File: src/hw/rtl/fir31_pkg.sv
// Shared types, constants and the coefficient table of the 31-tap FIR filter.
`timescale 1ns / 1ps

package fir31_pkg;

    // Coefficient format: signed Q1.15
    localparam int COEF_BITS  = 16;
    localparam int FRAC_SHIFT = COEF_BITS - 1;

    // Output word
    localparam int OUT_BITS = 16;
    localparam int OUT_MAX  = 32767;
    localparam int OUT_MIN  = -32768;

    // Coefficient table index covers the largest supported tap count (64)
    localparam int TAP_IDX_W = 6;
    localparam int MAX_TAPS  = 64;

    typedef enum logic [2:0] {
        ST_IDLE,
        ST_RUN,
        ST_DRAIN1,
        ST_DRAIN2,
        ST_FINISH
    } fsm_state_t;

    // Sequencer to multiply-accumulate unit
    typedef struct packed {
        logic                 clear;      // zero the accumulator
        logic                 issue;      // a delay-line read is in flight this cycle
        logic [TAP_IDX_W-1:0] coef_idx;   // tap number of the issued read
        logic                 ent_valid;  // entry written since reset
        logic                 load;       // round and load the output register
    } mac_ctl_t;

    // Symmetric low-pass table; taps past the table are zero
    function automatic logic signed [COEF_BITS-1:0] coef_lookup(
        input logic [TAP_IDX_W-1:0] idx
    );
        logic signed [COEF_BITS-1:0] c;
        unique case (idx)
            6'd0, 6'd30:  c = -16'sd24;
            6'd1, 6'd29:  c = -16'sd12;
            6'd2, 6'd28:  c = 16'sd8;
            6'd3, 6'd27:  c = 16'sd50;
            6'd4, 6'd26:  c = 16'sd129;
            6'd5, 6'd25:  c = 16'sd256;
            6'd6, 6'd24:  c = 16'sd439;
            6'd7, 6'd23:  c = 16'sd682;
            6'd8, 6'd22:  c = 16'sd976;
            6'd9, 6'd21:  c = 16'sd1309;
            6'd10, 6'd20: c = 16'sd1659;
            6'd11, 6'd19: c = 16'sd1999;
            6'd12, 6'd18: c = 16'sd2302;
            6'd13, 6'd17: c = 16'sd2541;
            6'd14, 6'd16: c = 16'sd2694;
            6'd15:        c = 16'sd2747;
            default:      c = '0;
        endcase
        return c;
    endfunction

endpackage

File: src/hw/rtl/fir31_ram.sv
// Generic single-write, single-read RAM with registered read data.
`timescale 1ns / 1ps

module fir31_ram #(
    parameter int WIDTH = 14,
    parameter int DEPTH = 31
) (
    input  logic                                   clk,
    input  logic                                   we,
    input  logic [(DEPTH > 1 ? $clog2(DEPTH) : 1)-1:0] waddr,
    input  logic [WIDTH-1:0]                       wdata,
    input  logic [(DEPTH > 1 ? $clog2(DEPTH) : 1)-1:0] raddr,
    output logic [WIDTH-1:0]                       rdata
);

    logic [WIDTH-1:0] mem_reg [DEPTH];
    logic [WIDTH-1:0] rdata_reg;

    always_ff @(posedge clk)
    begin
        if (we)
        begin
            mem_reg[waddr] <= wdata;
        end
        rdata_reg <= mem_reg[raddr];
    end

    assign rdata = rdata_reg;

endmodule

File: src/hw/rtl/fir31_mac.sv
// Shared multiply-accumulate unit with rounding, saturation and output register.
`timescale 1ns / 1ps

module fir31_mac #(
    parameter int TAPS        = 31,
    parameter int SAMPLE_BITS = 14
) (
    input  logic                                  clk,
    input  logic                                  rst_n,
    input  fir31_pkg::mac_ctl_t                   ctl,
    input  logic [SAMPLE_BITS-1:0]                rd_data,
    output logic                                  out_valid,
    input  logic                                  out_ready,
    output logic signed [fir31_pkg::OUT_BITS-1:0] filtered
);

    localparam int PROD_W = SAMPLE_BITS + fir31_pkg::COEF_BITS;
    localparam int ACC_W  = PROD_W + ((TAPS > 1) ? $clog2(TAPS) : 1);
    localparam int RND_W  = ACC_W + 1;
    localparam logic signed [RND_W-1:0] HALF    = RND_W'(1) << (fir31_pkg::FRAC_SHIFT - 1);
    localparam logic signed [RND_W-1:0] SAT_MAX = RND_W'(fir31_pkg::OUT_MAX);
    localparam logic signed [RND_W-1:0] SAT_MIN = RND_W'(fir31_pkg::OUT_MIN);

    // stage 1: RAM data arrives
    logic                               s1_vld_reg;
    logic [fir31_pkg::TAP_IDX_W-1:0]    s1_idx_reg;
    logic                               s1_ent_reg;
    // stage 2: product
    logic                               s2_vld_reg;
    logic signed [PROD_W-1:0]           prod_reg;
    logic signed [PROD_W-1:0]           prod_next;
    logic signed [SAMPLE_BITS-1:0]      x_s1;
    logic signed [fir31_pkg::COEF_BITS-1:0] coef_s1;
    // accumulator and output
    logic signed [ACC_W-1:0]            acc_reg;
    logic signed [RND_W-1:0]            acc_ext;
    logic signed [RND_W-1:0]            rnd_sum;
    logic signed [RND_W-1:0]            rnd_shift;
    logic signed [fir31_pkg::OUT_BITS-1:0] filtered_next;
    logic signed [fir31_pkg::OUT_BITS-1:0] filtered_reg;
    logic                               out_valid_reg;

    // never-written entries read as zero history
    assign x_s1      = s1_ent_reg ? $signed(rd_data) : '0;
    assign coef_s1   = fir31_pkg::coef_lookup(s1_idx_reg);
    assign prod_next = x_s1 * coef_s1;

    always_ff @(posedge clk or negedge rst_n)
    begin
        if (!rst_n)
        begin
            s1_vld_reg <= 1'b0;
            s2_vld_reg <= 1'b0;
        end
        else
        begin
            s1_vld_reg <= ctl.issue;
            s2_vld_reg <= s1_vld_reg;
        end
    end

    always_ff @(posedge clk)
    begin
        s1_idx_reg <= ctl.coef_idx;
        s1_ent_reg <= ctl.ent_valid;
        prod_reg   <= prod_next;
        if (ctl.clear)
        begin
            acc_reg <= '0;
        end
        else if (s2_vld_reg)
        begin
            acc_reg <= acc_reg + ACC_W'(prod_reg);
        end
    end

    // round half up, then floor shift
    assign acc_ext   = RND_W'(acc_reg);
    assign rnd_sum   = acc_ext + HALF;
    assign rnd_shift = rnd_sum >>> fir31_pkg::FRAC_SHIFT;

    always_comb
    begin
        priority if (rnd_shift > SAT_MAX)
        begin
            filtered_next = SAT_MAX[fir31_pkg::OUT_BITS-1:0];
        end
        else if (rnd_shift < SAT_MIN)
        begin
            filtered_next = SAT_MIN[fir31_pkg::OUT_BITS-1:0];
        end
        else
        begin
            filtered_next = rnd_shift[fir31_pkg::OUT_BITS-1:0];
        end
    end

    always_ff @(posedge clk or negedge rst_n)
    begin
        if (!rst_n)
        begin
            out_valid_reg <= 1'b0;
        end
        else if (ctl.load)
        begin
            out_valid_reg <= 1'b1;
        end
        else if (out_ready)
        begin
            out_valid_reg <= 1'b0;
        end
    end

    always_ff @(posedge clk)
    begin
        if (ctl.load)
        begin
            filtered_reg <= filtered_next;
        end
    end

    assign out_valid = out_valid_reg;
    assign filtered  = filtered_reg;

    // accumulator must be empty of in-flight products when cleared or read out
    a_clear_empty: assert property (@(posedge clk) disable iff (!rst_n)
        ctl.clear |-> !s1_vld_reg && !s2_vld_reg)
        else $error("accumulator cleared with products in flight");

    a_load_drained: assert property (@(posedge clk) disable iff (!rst_n)
        ctl.load |-> !s1_vld_reg && !s2_vld_reg && !ctl.issue)
        else $error("output loaded before pipeline drained");

    a_load_no_overwrite: assert property (@(posedge clk) disable iff (!rst_n)
        ctl.load |-> !out_valid_reg || out_ready)
        else $error("pending result overwritten");

endmodule

File: src/hw/rtl/fir31_ctrl.sv
// Sequencer: delay-line write pointer, tap walk and valid bits.
`timescale 1ns / 1ps

module fir31_ctrl #(
    parameter int TAPS        = 31,
    parameter int SAMPLE_BITS = 14
) (
    input  logic                                  clk,
    input  logic                                  rst_n,
    input  logic                                  in_valid,
    output logic                                  in_ready,
    input  logic [SAMPLE_BITS-1:0]                sample,
    input  logic                                  out_valid,
    input  logic                                  out_ready,
    output logic                                  ram_we,
    output logic [(TAPS > 1 ? $clog2(TAPS) : 1)-1:0] ram_waddr,
    output logic [SAMPLE_BITS-1:0]                ram_wdata,
    output logic [(TAPS > 1 ? $clog2(TAPS) : 1)-1:0] ram_raddr,
    output fir31_pkg::mac_ctl_t                   ctl
);

    localparam int PTR_W = (TAPS > 1) ? $clog2(TAPS) : 1;
    localparam logic [PTR_W-1:0] LAST = PTR_W'(TAPS - 1);

    fir31_pkg::fsm_state_t state_reg, state_next;

    logic [PTR_W-1:0] wp_reg, wp_next;
    logic [PTR_W-1:0] idx_reg, idx_next;
    logic [PTR_W-1:0] tap_reg, tap_next;
    logic [TAPS-1:0]  valid_reg, valid_next;
    logic             accept;
    logic             last_tap;
    logic             load_ok;

    assign accept   = in_valid && in_ready;
    assign last_tap = (tap_reg == LAST);
    assign load_ok  = !out_valid || out_ready;

    // next state
    always_comb
    begin
        state_next = state_reg;
        unique case (state_reg)
            fir31_pkg::ST_IDLE:
            begin
                if (in_valid)
                begin
                    state_next = fir31_pkg::ST_RUN;
                end
            end
            fir31_pkg::ST_RUN:
            begin
                if (last_tap)
                begin
                    state_next = fir31_pkg::ST_DRAIN1;
                end
            end
            fir31_pkg::ST_DRAIN1: state_next = fir31_pkg::ST_DRAIN2;
            fir31_pkg::ST_DRAIN2: state_next = fir31_pkg::ST_FINISH;
            fir31_pkg::ST_FINISH:
            begin
                if (load_ok)
                begin
                    state_next = fir31_pkg::ST_IDLE;
                end
            end
            default: state_next = fir31_pkg::ST_IDLE;
        endcase
    end

    // outputs
    always_comb
    begin
        in_ready      = 1'b0;
        ctl.clear     = 1'b0;
        ctl.issue     = 1'b0;
        ctl.load      = 1'b0;
        ctl.coef_idx  = fir31_pkg::TAP_IDX_W'(tap_reg);
        ctl.ent_valid = valid_reg[idx_reg];
        unique case (state_reg)
            fir31_pkg::ST_IDLE:
            begin
                in_ready  = 1'b1;
                ctl.clear = in_valid;
            end
            fir31_pkg::ST_RUN:    ctl.issue = 1'b1;
            fir31_pkg::ST_DRAIN1: ;
            fir31_pkg::ST_DRAIN2: ;
            fir31_pkg::ST_FINISH: ctl.load = load_ok;
            default: ;
        endcase
    end

    assign ram_we        = accept;
    assign ram_waddr     = wp_reg;
    assign ram_wdata     = sample;
    assign ram_raddr     = idx_reg;

    // pointers: walk from the newest entry backward, wrapping at the top
    always_comb
    begin
        wp_next    = wp_reg;
        idx_next   = idx_reg;
        tap_next   = tap_reg;
        valid_next = valid_reg;
        if (accept)
        begin
            valid_next[wp_reg] = 1'b1;
            idx_next           = wp_reg;
            tap_next           = '0;
            wp_next            = (wp_reg == LAST) ? '0 : wp_reg + 1'b1;
        end
        else if (state_reg == fir31_pkg::ST_RUN && !last_tap)
        begin
            tap_next = tap_reg + 1'b1;
            idx_next = (idx_reg == '0) ? LAST : idx_reg - 1'b1;
        end
    end

    always_ff @(posedge clk or negedge rst_n)
    begin
        if (!rst_n)
        begin
            state_reg <= fir31_pkg::ST_IDLE;
            wp_reg    <= '0;
            idx_reg   <= '0;
            tap_reg   <= '0;
            valid_reg <= '0;
        end
        else
        begin
            state_reg <= state_next;
            wp_reg    <= wp_next;
            idx_reg   <= idx_next;
            tap_reg   <= tap_next;
            valid_reg <= valid_next;
        end
    end

    a_wp_range: assert property (@(posedge clk) disable iff (!rst_n)
        wp_reg <= LAST && idx_reg <= LAST)
        else $error("delay-line pointer out of range");

    a_written_valid: assert property (@(posedge clk) disable iff (!rst_n)
        accept |=> valid_reg[$past(wp_reg)])
        else $error("written entry not marked valid");

    a_run_start_newest: assert property (@(posedge clk) disable iff (!rst_n)
        accept |=> state_reg == fir31_pkg::ST_RUN && tap_reg == '0
                   && idx_reg == $past(wp_reg))
        else $error("tap walk does not start at newest sample");

endmodule

File: src/hw/rtl/fir_filter_31_tap_top.sv
// Top level of the 31-tap FIR low-pass filter.
`timescale 1ns / 1ps

// Each accepted sample is written into a circular delay line (zero at reset)
// and one filtered result follows. The block takes the sample, then does
// one tap per cycle through the single shared multiply-accumulate unit,
// which reads one delay-line word per cycle from the RAM, waits for the
// multiply and accumulate stages to empty, and then rounds and saturates
// the sum into the output register. The next sample is accepted as soon
// as the block is idle, even while the previous result still waits on
// out_ready; if that result is still not taken when the next one is ready,
// the block holds in its last step.
module fir_filter_31_tap_top #(
    parameter int TAPS        = 31,
    parameter int SAMPLE_BITS = 14
) (
    input  logic                                  clk,
    input  logic                                  rst_n,
    input  logic                                  in_valid,
    output logic                                  in_ready,
    input  logic signed [SAMPLE_BITS-1:0]         sample,
    output logic                                  out_valid,
    input  logic                                  out_ready,
    output logic signed [fir31_pkg::OUT_BITS-1:0] filtered
);

    localparam int PTR_W = (TAPS > 1) ? $clog2(TAPS) : 1;

    fir31_pkg::mac_ctl_t    ctl;
    logic                   ram_we;
    logic [PTR_W-1:0]       ram_waddr;
    logic [SAMPLE_BITS-1:0] ram_wdata;
    logic [PTR_W-1:0]       ram_raddr;
    logic [SAMPLE_BITS-1:0] ram_rdata;

    fir31_ctrl #(
        .TAPS        (TAPS),
        .SAMPLE_BITS (SAMPLE_BITS)
    ) u_ctrl (
        .clk       (clk),
        .rst_n     (rst_n),
        .in_valid  (in_valid),
        .in_ready  (in_ready),
        .sample    (sample),
        .out_valid (out_valid),
        .out_ready (out_ready),
        .ram_we    (ram_we),
        .ram_waddr (ram_waddr),
        .ram_wdata (ram_wdata),
        .ram_raddr (ram_raddr),
        .ctl       (ctl)
    );

    fir31_ram #(
        .WIDTH (SAMPLE_BITS),
        .DEPTH (TAPS)
    ) u_delay_ram (
        .clk   (clk),
        .we    (ram_we),
        .waddr (ram_waddr),
        .wdata (ram_wdata),
        .raddr (ram_raddr),
        .rdata (ram_rdata)
    );

    fir31_mac #(
        .TAPS        (TAPS),
        .SAMPLE_BITS (SAMPLE_BITS)
    ) u_mac (
        .clk       (clk),
        .rst_n     (rst_n),
        .ctl       (ctl),
        .rd_data   (ram_rdata),
        .out_valid (out_valid),
        .out_ready (out_ready),
        .filtered  (filtered)
    );

endmodule

File: config.mk
export PLATFORM = sky130hd
export DESIGN_NAME = fir_filter_31_tap_top
export DESIGN_NICKNAME = d
export VERILOG_FILES = /design/src/hw/rtl/fir31_pkg.sv /design/src/hw/rtl/fir31_ram.sv /design/src/hw/rtl/fir31_mac.sv /design/src/hw/rtl/fir31_ctrl.sv /design/src/hw/rtl/fir_filter_31_tap_top.sv
export SDC_FILE = /design/constraint.sdc
export NUM_CORES = 1
export LEC_CHECK = 0
export BUFFER_PORTS_ARGS = -buffer_cell sky130_fd_sc_hd__buf_2
export CORE_ASPECT_RATIO = 1.4
export CORE_UTILIZATION = 39
export DETAILED_ROUTE_END_ITERATION = 6
export SYNTH_ARGS = -nofsm -noshare
export SYNTH_HDL_FRONTEND = slang
export SYNTH_SLANG_ARGS = --single-unit
File: constraint.sdc
create_clock -name clk -period 9.48 [get_ports clk]
set_input_delay 0.948 -clock clk [delete_from_list [all_inputs] [get_ports clk]]
set_output_delay 0.948 -clock clk [all_outputs]
set_load 0.005 [all_outputs]
; ---- Word-level counts from Yosys, hierarchy flattened
; Memories as Yosys holds them, arrays and structs flattened. A register that Yosys moved wholly into a read port is not among the register bits.
; Index checks and enable logic that the tools add are counted.
[word_totals]
reg_bits = 134
ramBits = 434
mem_bits_ro = 512
input_bits = 18
wordCells = 70
memories = 2
[mem_list]
columns = name, words, word_bits, read_ports, rd_ports_with_merged_regs, wr, line
row1 = (name not given), 32, 16, 1, 1, 0, fir31_pkg.sv:41  ; unique case (idx)
row2 = u_delay_ram.mem_reg, 31, 14, 1, 1, 1, fir31_ram.sv:16  ; logic [WIDTH-1:0] mem_reg [DEPTH];
[classes]
n_addsub = 5
mul = 1
n_lt_le_gt_ge = 5
n_eq_ne = 9
mux = 24
bitwise_logic = 1
n_reduce_logical = 11
[op_table]
columns = op, n
row1 = "35-bit by 16-bit adder with 36-bit output, second input constant", 1
row2 = 35-bit by 30-bit adder with 35-bit output, 1
row3 = 31-bit bitwise OR, 1
row4 = 14-bit by 16-bit multiplier with 30-bit output, 1
row5 = 5-bit 2-to-1 mux, 6
row6 = "21-bit by 16-bit greater-than comparator with 1-bit output, second input constant", 1
row7 = "21-bit by 16-bit < comparator with 1-bit output, second input constant", 1
row8 = 16-bit 2-to-1 mux, 1
row9 = 3-bit one-hot mux with 5 select lines, 1
row10 = 14-bit 2-to-1 mux, 1
row11 = "5-bit by 6-bit < comparator with 1-bit output, second input constant", 2
row12 = "5-bit by 1-bit adder with 5-bit output, second input constant", 2
row13 = "5-bit equality test, second input constant", 2
row14 = 1-bit 2-to-1 mux, 10
row15 = 3-bit 2-to-1 mux, 3
row16 = "3-bit by 2-bit equality test with 1-bit output, second input constant", 2
row17 = 1-bit binary-select mux with 5-bit select, 1
row18 = 1-bit demux with 5-bit select, 1
row19 = "5-bit by 1-bit greater-or-equal comparator with 1-bit output, second input constant", 1
row20 = 5-bit logical NOT, 1
row21 = "5-bit by 1-bit subtractor with 5-bit output, second input constant", 1
row22 = "2-bit by 1-bit inequality test with 1-bit output, second input constant", 2
row23 = 2-bit nonzero test, 2
row24 = "3-bit by 1-bit equality test with 1-bit output, second input constant", 1
row25 = 7 further kinds, 10

; ---- Depth between registers and ports, before layout
; Gate-level depths: netlist (run 1).
[depth]
word_depth = 5
mapped_depth = 27
depth_no_buf = 25

; ---- Cells and area by module
; From an unflattened synthesis (run 1), not the netlist that was laid out.
[unflattened]
hier_cells = 2557
area_unflattened_um2 = 32916.6
[by_module_without_submodules]
columns = module, n_inst, cells_each, area_per_inst_um2, seq_area_each_um2
row1 = fir31_ram, 1, 811, 17098.9, 13312.8
row2 = fir31_mac, 1, 1527, 13294.0, 2157.1
row3 = fir31_ctrl, 1, 219, 2523.7, 1226.2

; ---- Worst setup path after synthesis (run 1)
; OpenSTA, ideal clock, no wires.
[synth_timing]
path_kind = register to register
startpoint = register u_mac.s1_ent_reg
endpoint = register u_mac.prod_reg[26]
setup_time_ns = 0.072
arrival_time_ns = 6.480
path_slack_ns = 2.928
path_stages_with_launch = 23
path_buffers = 2
path_cell_list = dfxtp_1 clkbuf_1 clkbuf_1 and3_1 fa_1 fa_1 inv_1 fa_1 inv_1 fa_1 fa_1 inv_1 fa_1 inv_1 ha_1 nand3_1 o22ai_1 or3_1 a311oi_1 o31ai_1 a31o_2 a21oi_1 xnor2_1
[synth_via]
elab_chain_len = 2
[synth_rtl]
columns = item, line
row1 = "start, declared", fir31_mac.sv:27  ; logic s1_ent_reg;
row2 = "start signal, assigned", fir31_mac.sv:65  ; s1_ent_reg <= ctl.ent_valid;
row3 = 14-bit 2-to-1 mux, fir31_mac.sv:44  ; assign x_s1 = s1_ent_reg ? $signed(rd_data) : '0;
row4 = 14-bit by 16-bit multiplier with 30-bit output, fir31_mac.sv:46  ; assign prod_next = x_s1 * coef_s1;
row5 = net u_mac.prod_next[26], fir31_mac.sv:31  ; logic signed [PROD_W-1:0] prod_next;
row6 = "end signal, assigned", fir31_mac.sv:66  ; prod_reg <= prod_next;
row7 = "end, declared", fir31_mac.sv:30  ; logic signed [PROD_W-1:0] prod_reg;
; The timed path passes the listed nets, and every way through them passes these cells.
; A chain may end at the register's enable or synchronous reset.

; ---- Worst setup path after layout (run 1)
[layout_timing]
startpoint = register u_mac.s1_ent_reg
endpoint = register u_mac.prod_reg[29]
; The elaborated chain is that of the path after synthesis.

==> results of run 1 <==
[layer usage]
metal	global-route usage, %	vias to the layer above	wire (um)
li1	-	8478	-
met1	19.3	9404	26600
met2	33.1	407	38800
met3	1.99	129	2530
met4	6.34	0	2500
met5	0	-	0
[worst max-delay path, cell delays in order, from the launching register on]
cell,delay (ns)
dfxtp_2,0.70
buf_4,0.43
and2_1,0.45
nand2_1,0.12
fa_1,0.51
inv_1,0.05
fa_1,0.49
inv_1,0.05
fa_1,0.47
fa_1,0.52
fa_1,0.54
inv_1,0.05
fa_1,0.48
ha_1,0.39
nand3_1,0.10
nor2_1,0.11
o21ai_0,0.11
a21oi_1,0.31
o21ai_0,0.23
o21ai_0,0.47
o21ai_0,0.26
o21bai_1,0.17
a21oi_1,0.09
xnor2_1,0.12
[how the worst min path moves through the flow]
stage               slack, ns  cells past startpoint             start               end
finish                   0.35                      0  u_mac.s1_vld_reg  u_mac.s2_vld_reg
global route             0.36                      0  u_mac.s1_vld_reg  u_mac.s2_vld_reg
CTS                      0.35                      0  u_mac.s1_vld_reg  u_mac.s2_vld_reg
detailed placement       0.34                      0  u_mac.s1_vld_reg  u_mac.s2_vld_reg
global placement         0.33                      0  u_mac.s1_vld_reg  u_mac.s2_vld_reg
floorplan                0.33                      0  u_mac.s1_vld_reg  u_mac.s2_vld_reg
[power breakdown]
part	total [mW]	internal (mW)	switching [mW]
Combinational	3.73	1.75	1.98
Clock	2.35	1.34	1.02
Sequential	3.66	3.11	0.554
Total	9.74	6.20	3.55
[placed cells by master, fill, tap and decap left out, types with 7 or more instances in the layout]
master | synthesis | routed
edfxtp_1 | 450 | 450
clkinv_2 | 0 | 11
clkbuf_16 | 0 | 58
nand2_1 | 147 | 147
and2_1 | 13 | 12
nor2b_1 | 7 | 7
a31oi_1 | 13 | 13
o21ai_0 | 77 | 77
o21bai_1 | 9 | 9
clkinv_1 | 1 | 8
ha_1 | 117 | 117
mux2i_1 | 46 | 46
dfrtp_1 | 52 | 47
buf_2 | 9 | 35
or2_2 | 34 | 34
nand4_1 | 12 | 12
a21o_1 | 32 | 32
mux2_2 | 15 | 15
inv_1 | 255 | 255
xnor2_1 | 53 | 53
xor2_1 | 33 | 33
a21oi_1 | 80 | 80
buf_4 | 0 | 41
clkbuf_1 | 91 | 13
and3_1 | 112 | 112
dfxtp_1 | 93 | 92
nor3_1 | 15 | 15
fa_1 | 196 | 196
nand3_1 | 34 | 34
nor2_1 | 128 | 124
a211oi_1 | 7 | 7
mux4_2 | 137 | 137
[logic make-up after synthesis]
group / count (synthesis) / synth area share (%)
adder cells (fa/ha/maj): 313 / 16.7
flip-flops: 595 / 51.7
buffers and inverters: 373 / 4.38
AO/OA/AOI/OAI: 270 / 5.19
AND/OR/NAND/NOR: 533 / 8.19
XOR/XNOR: 86 / 2.33
multiplexers: 198 / 11.5
[per-stage QoR]
| stage | total power [mW] | setup WS (ns) | instance area [sq um] | instances |
|---|---|---|---|---|
| 2_1_floorplan | 6.51 | 2.93 | 32300 | 2368 |
| 3_5_place_dp | 7.49 | 2.14 | 33700 | 3400 |
| 6_report | 9.74 | 2.13 | 35600 | 3509 |
| 3_3_place_gp | 7.40 | 2.31 | 33700 | 3400 |
| 4_1_cts | 9.86 | 2.14 | 35600 | 3509 |
| 5_1_grt | 10.4 | 1.64 | 35600 | 3509 |
[layout make-up]
cell class	count	area, sq um
clock inverters	33	378
flip-flops and latches	595	16700
fillers	7288	46100
multi-input cells	1400	14200
clock buffers	76	1570
well taps	1071	1340
repair buffers	77	503
inverters	257	965
==> run metrics, run 1 <==
vias in the first global route between 15k and 20k; I/O pin count 36; Core ar. 0.0818 sq mm; grt ovf 0; Clk Latency, worst-skew pair between 0.6 and 0.7 ns; Via-to-Cell Ratio ~5.2; DRC errors left 0; Tcrit/Tclk final 77.6%; wire length per cell ~20 um; final design utilization between 40% and 50%; Leakage roughly 14 nW; clock skew 0.0381 ns; distinct cell type count after synthesis between 60 and 70; Max Fclk roughly 140 MHz; drt pass-1 iters 5; CTS H-Tree Depth 2; Synth Flop Type edfxtp_1; Crit Path Class reg -> reg; first-pass GRT wire length 112000 um; total CTS buffers 58; DR iter-0 viols 1037; post-synthesis average cell area 13.6 sq um; die height 342 um; routed via count around 18k; CP Capture Point u_mac.prod_reg[29]; Post-synth EDFFs between 400 and 500; worst r2r dst u_mac.prod_reg[29]; Post-Syn Instances 2368; post-CTS resize count 0; hold_buf cts 0; # Post-CTS Setup Buffers 0; Fin. Hold Viols 0; crit-path max FO 51; Async S/R FF share, synth 8.74%; Hold Slack 0.351 ns; nets approximately 2.7k; CP Launch Point u_mac.s1_ent_reg; R2R Path Start u_mac.s1_ent_reg; register area share after synthesis 51.7%; PD cells ~270 mW/mm^2; outcome complete, no violations; CP arrival between 7 and 8 ns; crit path capture type register; cells on worst reg2reg path 23; slew of the pin with the lowest slew margin 1.02 ns; Tmin final 7.35 ns; FP Rows approximately 120; setup TNS 0 ns; worst hold path class reg -> reg; Worst-path clk slew around 0.06 ns; Starting Density approximately two fifths; post-synth top area share between 40% and 50%; clock buffer depth 3; most frequent cells after synthesis edfxtp_1 (450), inv_1 (255), fa_1 (196), nand2_1 (147), mux4_2 (137); largest net degree at the start of global routing 91; max_cap viols 0; max-slew violation count 0; total track usage around 17%; relative slew slack 31.9%; gp weighted congestion roughly 0.85; Synth area leaders edfxtp_1 (42%), fa_1 (12%), mux4_2 (9.6%), dfxtp_1 (5.8%), ha_1 (4.5%); leading area contributor after synthesis edfxtp_1; total wire length 70500 um; initial antenna violation count 0; CP required 10.00 ns; chip width 245 um; die area approximately 0.084 sq mm; ant diodes 0; synthesized flop and latch total 595; hpwl dp about 49000 um; Syn Std Cell Area 0.0323 sq mm; ANT nets after route 0; top-count cell post-synth edfxtp_1; RSZ-0062 raised after global routing false; TritonCTS clock tree yes; CTS root buffer clkbuf_16; max FFs per register 434; final setup violation count 0; Syn-to-layout area delta 10.4%; Worst R2R Setup Slack roughly 2.1 ns; Setup crit start kind register; CTS sink cnt about 600; Yosys Warn Count 0; Synth Net Count approximately 2.7k; quantity of I/O buffers inserted on ports 35; share of cells above drive strength 1 between 15 and 20%; VDD IR-drop max 0.000199 V
Note: power is estimated with default switching activity, not from simulation.
==> run 2: changes to the inputs <==
--- a/config.mk
+++ b/config.mk
@@ -5,6 +5,7 @@
 export SDC_FILE = /design/constraint.sdc
 export NUM_CORES = 1
 export LEC_CHECK = 0
+export ABC_AREA = 1
 export BUFFER_PORTS_ARGS = -buffer_cell sky130_fd_sc_hd__buf_2
 export CORE_ASPECT_RATIO = 1.4
 export CORE_UTILIZATION = 39
==> constraint.sdc (replaced) <==
create_clock -name clk -period 6.93 [get_ports clk]
set_input_delay 0.693 -clock clk [delete_from_list [all_inputs] [get_ports clk]]
set_output_delay 0.693 -clock clk [all_outputs]
set_load 0.005 [all_outputs]
==> run 2 against run 1 <==
Flip-flop and latch count unchanged. Register-to-register slack lost 1.6 ns. First-iteration DRC count rose by 58%. Critical path type unchanged. Critical endpoint is now u_mac.prod_reg[28].
==> run metrics, run 2 <==
CTS root buffer clkbuf_16 (unchanged); die height 348 um (was 342 um); max-slew violation count 0 (unchanged); first-pass GRT wire length 134000 um (was 112000 um); routed via count 23.5k (was 18.4k); commonest non-fill, non-tap cell in the layout nand2_1 (was edfxtp_1); quantity of I/O buffers inserted on ports 35 (unchanged); distinct cell type count after synthesis 51 (was 68); Max Fclk 156 MHz (was 136 MHz); CTS H-Tree Depth 2 (unchanged); Fill cells 7907 (was 7288); chip width 249 um (was 245 um); Post-synth EDFFs 450 (unchanged); CP arrival 6.98 ns (was 7.88 ns); drt pass-1 iters 5 (unchanged); vias in the first global route 23.8k (was 19.7k); Worst R2R Setup Slack 0.52 ns (was 2.13 ns); worst r2r dst u_mac.prod_reg[28] (was u_mac.prod_reg[29]); TritonCTS clock tree yes (unchanged); crit-path max FO 17 (was 51); post-synth top area share 40.6% (was 41.9%); Fin. Hold Viols 0 (unchanged); most frequent cells in the layout nand2_1 (475), nor2_1 (457), edfxtp_1 (450), inv_1 (432), o21ai_0 (355) (was edfxtp_1 (450), inv_1 (255), fa_1 (196), nand2_1 (147), mux4_2 (137)); gp weighted congestion 0.942 (was 0.846); share of cells above drive strength 1 7.02% (was 15.5%); hold_buf cts 0 (unchanged); total CTS buffers 59 (was 58); Post-Syn Instances 3357 (was 2368); Clk Latency, worst-skew pair 0.65 ns (about the same); Synth Net Count 3688 (was 2699); Crit Path Class reg -> reg (unchanged); Starting Density 39.4% (was 39.5%); register area share after synthesis 50.1% (was 51.7%); Syn-to-layout area delta 10.9% (was 10.4%); Worst-path clk slew 0.07 ns (was 0.06 ns); ant diodes 0 (unchanged); register area 0.0167 sq mm (about the same); DRC errors left 0 (unchanged); crit path capture type register (unchanged); DR iter-0 viols 1637 (was 1037); FP Rows 126 (was 124); Synth area leaders edfxtp_1 (41%), fa_1 (12%), dfxtp_1 (5.6%), nand2_1 (5.4%), o21ai_0 (5.3%) (was edfxtp_1 (42%), fa_1 (12%), mux4_2 (9.6%), dfxtp_1 (5.8%), ha_1 (4.5%)); most frequent cells after synthesis nand2_1 (475), nor2_1 (458), edfxtp_1 (450), inv_1 (434), o21ai_0 (355) (was edfxtp_1 (450), inv_1 (255), fa_1 (196), nand2_1 (147), mux4_2 (137)); die area 0.0865 sq mm (was 0.0839 sq mm); largest net degree at the start of global routing 149 (was 91); total wire length 85600 um (was 70500 um); total track usage 19.9% (was 17.3%); multi-input logic area 0.0143 sq mm (was 0.0142 sq mm); worst hold path class in -> async (was reg -> reg); initial antenna violation count 1 (was 0); max FFs per register 434 (unchanged); clock buffer depth 3 (unchanged); relative slew slack 22.5% (was 31.9%); ANT nets after route 0 (unchanged); leading area contributor after synthesis edfxtp_1 (unchanged); Synth Flop Type edfxtp_1 (unchanged); I/O pin count 36 (unchanged); hpwl dp 60400 um (was 48800 um); Core ar. 0.0843 sq mm (was 0.0818 sq mm); R2R Path Start u_mac.s1_ent_reg (unchanged); Async S/R FF share, synth 8.74% (unchanged); post-CTS resize count 0 (unchanged); slew of the pin with the lowest slew margin 1.16 ns (was 1.02 ns); nets 3701 (was 2720); # Post-CTS Setup Buffers 0 (unchanged); top-count cell post-synth nand2_1 (was edfxtp_1); outcome complete, no violations (unchanged); CP required 7.50 ns (was 10.00 ns); Tmin final 6.41 ns (was 7.35 ns); final setup violation count 0 (unchanged); post-synthesis average cell area 9.91 sq um (was 13.6 sq um); Tcrit/Tclk final 92.6% (was 77.6%); Setup crit start kind register (unchanged); cells on worst reg2reg path 20 (was 23); grt ovf 0 (unchanged); synthesized flop and latch total 595 (unchanged); clock skew 0.0182 ns (was 0.0381 ns); wire length per cell 19.0 um (was 20.1 um); setup TNS 0 ns (unchanged); Via-to-Cell Ratio 5.21 (was 5.25); Yosys Warn Count 0 (unchanged); CTS sink cnt 595 (unchanged); max_cap viols 0 (unchanged); RSZ-0062 raised after global routing false (unchanged); Syn Std Cell Area 0.0333 sq mm (was 0.0323 sq mm)
## run 2: cell count changes after synthesis, moves of 55 or more
cell	change
nor2_1	+330
nand2_1	+328
o221ai_1	+55
a21oi_1	+65
o21ai_0	+278
nand3_1	+82
mux4_2	-137
inv_1	+179
and3_1	-110
## run 2: routing by layer
layer  up-vias  wire, um  global-route usage (%)
li1      11200         -                       -
met4         0      3960                    8.97
met5         -         0                       0
met3       182      3240                    2.20
met2       587     46300                    38.3
met1     11500     32100                    21.6
## run 2: per-stage QoR
stage                     utilization, %  std cells  hold slack [ns]  area, sq um  worst slack (ns)
after CTS                           43.8       4508            0.200        36900             0.481
after global routing                43.8       4508            0.246        36900            0.0189
after detailed placement            41.2       4397            0.342        34700             0.532
final                               43.8       4508            0.201        36900             0.516
after floorplan                        -       3357            0.331        33300             0.680
after global placement              41.2       4397            0.332        34700             0.618
## run 2: layout make-up
cell class	count	area share [%]
multi-input combinational	2173	38.9
clock buffer	70	4.28
timing repair buffer	94	1.74
clock inverter	41	1.65
tap	1088	3.69
inverter	447	4.56
sequential	595	45.2
## run 2: cells by family after synthesis
logic type / Yosys count / share of synthesized area, %
AOI/OAI and AO/OA: 670 / 11.4
xor gates and xnor gates: 62 / 1.63
adders and majority gates: 313 / 16.2
buffers and inverters: 589 / 6.78
DFF: 595 / 50.1
and+or+nand+nor: 1128 / 13.8
## run 2: worst max-delay path, stage by stage (launching register included)
cell and delay, ns:
dfxtp_1 0.64, nand2_1 0.16, nor2_1 0.35, fa_1 0.55
fa_1 0.79, inv_1 0.24, fa_1 0.57, inv_1 0.05
fa_1 0.47, inv_1 0.05, fa_1 0.50, fa_1 0.52
inv_1 0.04, ha_1 0.39, nand2_1 0.13, nor2_1 0.15
inv_1 0.07, nor4_1 0.29, nand4_1 0.14, nand2_1 0.12
xor2_1 0.13
## run 2: how the worst max path moves through the flow
stage                                start                 end  depth (start not counted)
after CTS                 u_mac.s1_ent_reg  u_mac.prod_reg[28]                         20
after global routing      u_mac.s1_ent_reg  u_mac.prod_reg[28]                         20
after global placement    u_mac.s1_ent_reg  u_mac.prod_reg[26]                         21
after detailed placement  u_mac.s1_ent_reg  u_mac.prod_reg[28]                         20
after floorplan           u_mac.s1_ent_reg  u_mac.prod_reg[26]                         24
final                     u_mac.s1_ent_reg  u_mac.prod_reg[28]                         20
Power of run 2 is left out: the tool's default activity adds up to more than one toggle a clock period on the data nets, which glitch-free logic cannot reach.
